===== src/rtl/core/dspt_ram.sv =====
`default_nettype none

module dspt_ram #(
	parameter int WIDTH = 16,
	parameter int DEPTH = 256
) (
	input  wire logic                     clk,
	input  wire logic                     we,
	input  wire logic [$clog2(DEPTH)-1:0] waddr,
	input  wire logic [WIDTH-1:0]         wdata,
	input  wire logic [$clog2(DEPTH)-1:0] raddr,
	output logic      [WIDTH-1:0]         rdata
);

	logic [WIDTH-1:0] mem_q [DEPTH];

	always_ff @(posedge clk) begin
		if (we)
			mem_q[waddr] <= wdata;
		rdata <= mem_q[raddr];
	end

endmodule

`default_nettype wire


===== config.mk =====
export PLATFORM = sky130hd
export DESIGN_NAME = dspt_ram
export DESIGN_NICKNAME = d
export VERILOG_FILES = /design/src/rtl/core/dspt_ram.sv
export SDC_FILE = /design/constraint.sdc
export NUM_CORES = 2
export LEC_CHECK = 0
export BUFFER_PORTS_ARGS = -buffer_cell sky130_fd_sc_hd__buf_2
export CORE_MARGIN = 8
export CORE_UTILIZATION = 35
export CTS_CLUSTER_SIZE = 20
export DETAILED_ROUTE_END_ITERATION = 8
export PLACE_DENSITY = 0.58
export SETUP_SLACK_MARGIN = 0.5
export SLEW_MARGIN = 10
export SYNTH_ARGS = -nofsm -noshare
export SYNTH_HDL_FRONTEND = slang
export SYNTH_SLANG_ARGS = --single-unit

===== constraint.sdc =====
create_clock -name clk -period 3.7 [get_ports clk]
set_input_delay 0.74 -clock clk [delete_from_list [all_inputs] [get_ports clk]]
set_output_delay 0.74 -clock clk [all_outputs]
set_load 0.05 [all_outputs]

# Word-level counts from Yosys, hierarchy flattened
# Memories as Yosys holds them, arrays and structs flattened. A register that Yosys moved wholly into a read port is not among the register bits.
# Cells that the tools add are included.
[op_classes]
n_mux = 2
[op_table]
columns = ["cell", "n"]
rows = [
  ["1-bit 2-to-1 mux", 2],
]
[totals]
input_bits = 34
register_bits = 0
n_memories = 1
wordCells = 3
ramBits = 4096
[mem_list]
columns = ["name", "words", "word_bits", "rd", "rd_clocked_by_memory_dff", "wr", "line", "rtl"]
rows = [
  ["mem_q", 256, 16, 1, 1, 1, "15", "logic [WIDTH-1:0] mem_q [DEPTH];"],
]

# Longest topological paths before layout
[logic_depth]
depth_word = 2
mapped_depth = 12
ltp_nobuf = 6

# Worst setup path after synthesis
# Ideal clock, no wire load.
[synth_timing]
kind = "input-to-reg"
start = "input waddr[3]"
end = "memory mem_q[235][0], enable pin"
t_required_ps = 3312
path_buffers = 3
stages = 6
arrival_ps = 2517
path_slack_ps = 795
path_cell_list = "clkbuf_1 -> nor2b_1 -> clkbuf_1 -> nand4_1 -> clkbuf_1 -> nor2_1"
[synth_lines]
columns = ["item", "line", "rtl"]
rows = [
  ["from (decl)", "9", "input wire logic [$clog2(DEPTH)-1:0] waddr,"],
  ["to (decl)", "15", ""],
]
# No word-level cell before the write port.

==> out/metrics.cfg <==
[clock_network]
h-tree-depth = 5
clockBufferDepth = 4
cts_buffers = 401
clkSinkCount = 4112
clockRootBuffer = clkbuf_16
clock_insertion_delay_worst_skew_ns = 0.97
clkTransAtPathRegs_ns = 0.06
cts_hold_buf = 0
cts_tree = built

[global_route]
grt_util_met3_pct = 3.23
grt_max_degree = 113
grt_pass1_wl_um = 612000
use_met1_pct = 24.4
met2_usage_pct = 28.5
grt_antenna_before_repair = 30
track_usage_pct = 17.7
gr-total-overflow = 0
grt.busiest_layer = met2
grt_pass1_vias = 80093

[synthesis]
synthTopCellsByArea = edfxtp_1 77%, mux4_2 11%, mux2i_1 3.6%
synth_fp_nets = 7394
synth.distinct_cells = 52
synth_ff_type = edfxtp_1
synth_seq_area_share_pct = 77.7
yosysTopAreaCellShare_pct = 77.5
synth_area_leader_cell = edfxtp_1
synth_area_um2 = 159000
synth.avg_cell_area_um2 = 21.6
synth_warnings = 0
syn_inst = 7360
ys_ff_latch = 4112
async_reset_ff_share_pct = 0
synth_edf_count = 4096

[critical_path]
path_delay_family = simple AND/OR/NAND/NOR gates
startpoint_type = primary input
crit_type = primary input to flip-flop
cp_common_cell = buf_12
crit_chain = buf_12, buf_12, buf_12, buf_16, mux4_2, nor2_1, a22oi_1, and4_1, nand4_1, nor4_2
end_kind = flip-flop
cpPeakStageDelay_ns = 0.59
cp_max_fo = 48
cpMaxStageDelayCell = nand4_1
cp.required_ns = 4.56
arrival_ns = 3.96
critPathBufInv = 4

[floorplan]
row_count = 247
core_area_um2 = 452000
io_pins = 50
die_area_um2 = 475000
initial_core_util_pct = 35.1
die_w_um = 689
die_h_um = 689

[cells_and_area]
fin_nets = 8197
final_cell_mix = 4096 x edfxtp_1, 797 x mux4_2, 690 x buf_4
final_common_cell = edfxtp_1
drive_gt1_share_pct = 27.8
syn2layout_area_growth_pct = 16.4
fillers = 39291
fin_cells = 14484

[timing]
worst_pin_slew_ns = 1.25
rsz0062_at_grt = false
slew_viol_final = 0
timing.hold.ws_ns = 0.203
setup_violations = 0
fin_worst_skew_ns = 0.0616
slew_headroom_pct = 16.7
timing.setup.tns_ns = 0
post-route-period-util_pct = 83.8
max_freq_mhz = 322
finalCriticalPeriod_ns = 3.10
finalHoldViolCount = 0

[power]
p_total_mw = 97.7
p_leak_nw = 58.8
peakVddDrop_mv = 0.416
power-per-cell-area_nw_per_um2 = 529

[placement]
port_buffers = 49
dpl.hpwl_um = 269000
gp_congestion = 0.871
dp.cells = 13736

[detailed_routing]
drt-pass1-iter-count = 7
first_iter_violations = 9427
via_per_inst = 5.49
ant_nets = 0
vias = 79588
drt-total-wl_um = 434000
wl_per_cell_um = 29.9
drc_errors = 0

[run]
drv_cap = 0

[status]
status = completed

[min_path]
hp-class = primary input to flip-flop

## registers in the layout, indices dropped and copies added, names as in the netlist
signal  flops
mem_q    4096
rdata      16
## timing repair
| item | in CTS | in global routing |
|---|---|---|
| setup buffers | 0 | 0 |
| resized for setup | 0 | 3 |
| endpoints found under the setup margin | 0 | 1 |
## worst register-to-register path, delay by kind of cell, from the launching register on
family / cells / cell delay, ns
mux: 2 / 1.05
compound gates: 2 / 0.99
flops: 1 / 0.36
buf+inv: 1 / 0.27
simple gates: 1 / 0.07
## cells in the mapped netlist (32+ instances only)
library cell,n
edfxtp_1,4096
mux4_2,797
mux2i_1,565
nor2_1,304
o221ai_1,252
clkbuf_1,230
a21oi_1,175
o22ai_1,148
nor3_1,92
mux2_2,88
buf_6,77
buf_2,76
a22oi_1,43
nand2_1,38
o21ai_0,37
nand3_1,35
a22o_1,32
## final timing paths
path | start | to | slack, ns | cells past startpoint
hold reg to reg | mem_q[194][8] | rdata[8] | 1.09 | 6
hold / removal | wdata[4] | mem_q[27][4] | 0.20 | 1
setup reg to reg | mem_q[58][12] | rdata[12] | 0.79 | 6
setup / recovery | raddr[0] | rdata[1] | 0.60 | 10
## stage by stage
step | setup WS, ns | cell area, µm² | util (%)
floorplan | 0.795 | 159000 | -
global placement | -0.449 | 172000 | 38.0
detailed placement | -0.480 | 172000 | 38.0
CTS | 0.547 | 185000 | 40.9
global route | 0.514 | 185000 | 40.9
finish | 0.598 | 185000 | 40.9
## power by group
| group | switching, mW | internal (mW) |
|---|---|---|
| clock | 17.5 | 23.4 |
| sequential | 0.119 | 51.3 |
| combinational | 3.40 | 1.92 |
## cell type report
| class | count | area (µm²) | area share, % |
|---|---|---|---|
| Sequential cell | 4112 | 123000 | 66.7 |
| Antenna cell | 18 | 45.0 | 0.0244 |
| Inverter | 4 | 27.5 | 0.0149 |
| Multi-Input combinational cell | 2792 | 32900 | 17.8 |
| Tap cell | 5976 | 7480 | 4.05 |
| Clock inverter | 241 | 2540 | 1.37 |
| Timing Repair Buffer | 852 | 7910 | 4.28 |
| Clock buffer | 489 | 10600 | 5.71 |
## routing by layer
metal  part of all wire (%)  up-vias
met3                    7.9      653
met1                     41    42786
met2                     47     3234
met4                    3.7        2
li1                       -    32913
met5                 0.0030        -
## cell families (layout without fill, tap and decap cells)
group	after synthesis	in the layout	share of synthesized area, %
flip-flops	4112	4112	77.7
multiplexers	1450	1450	15.5
AO/OA/AOI/OAI	786	786	3.54
AND/OR/NAND/NOR	556	556	1.57
buffers and inverters	456	1586	1.69
other	0	18	0
(Power assumes the default switching activity.)
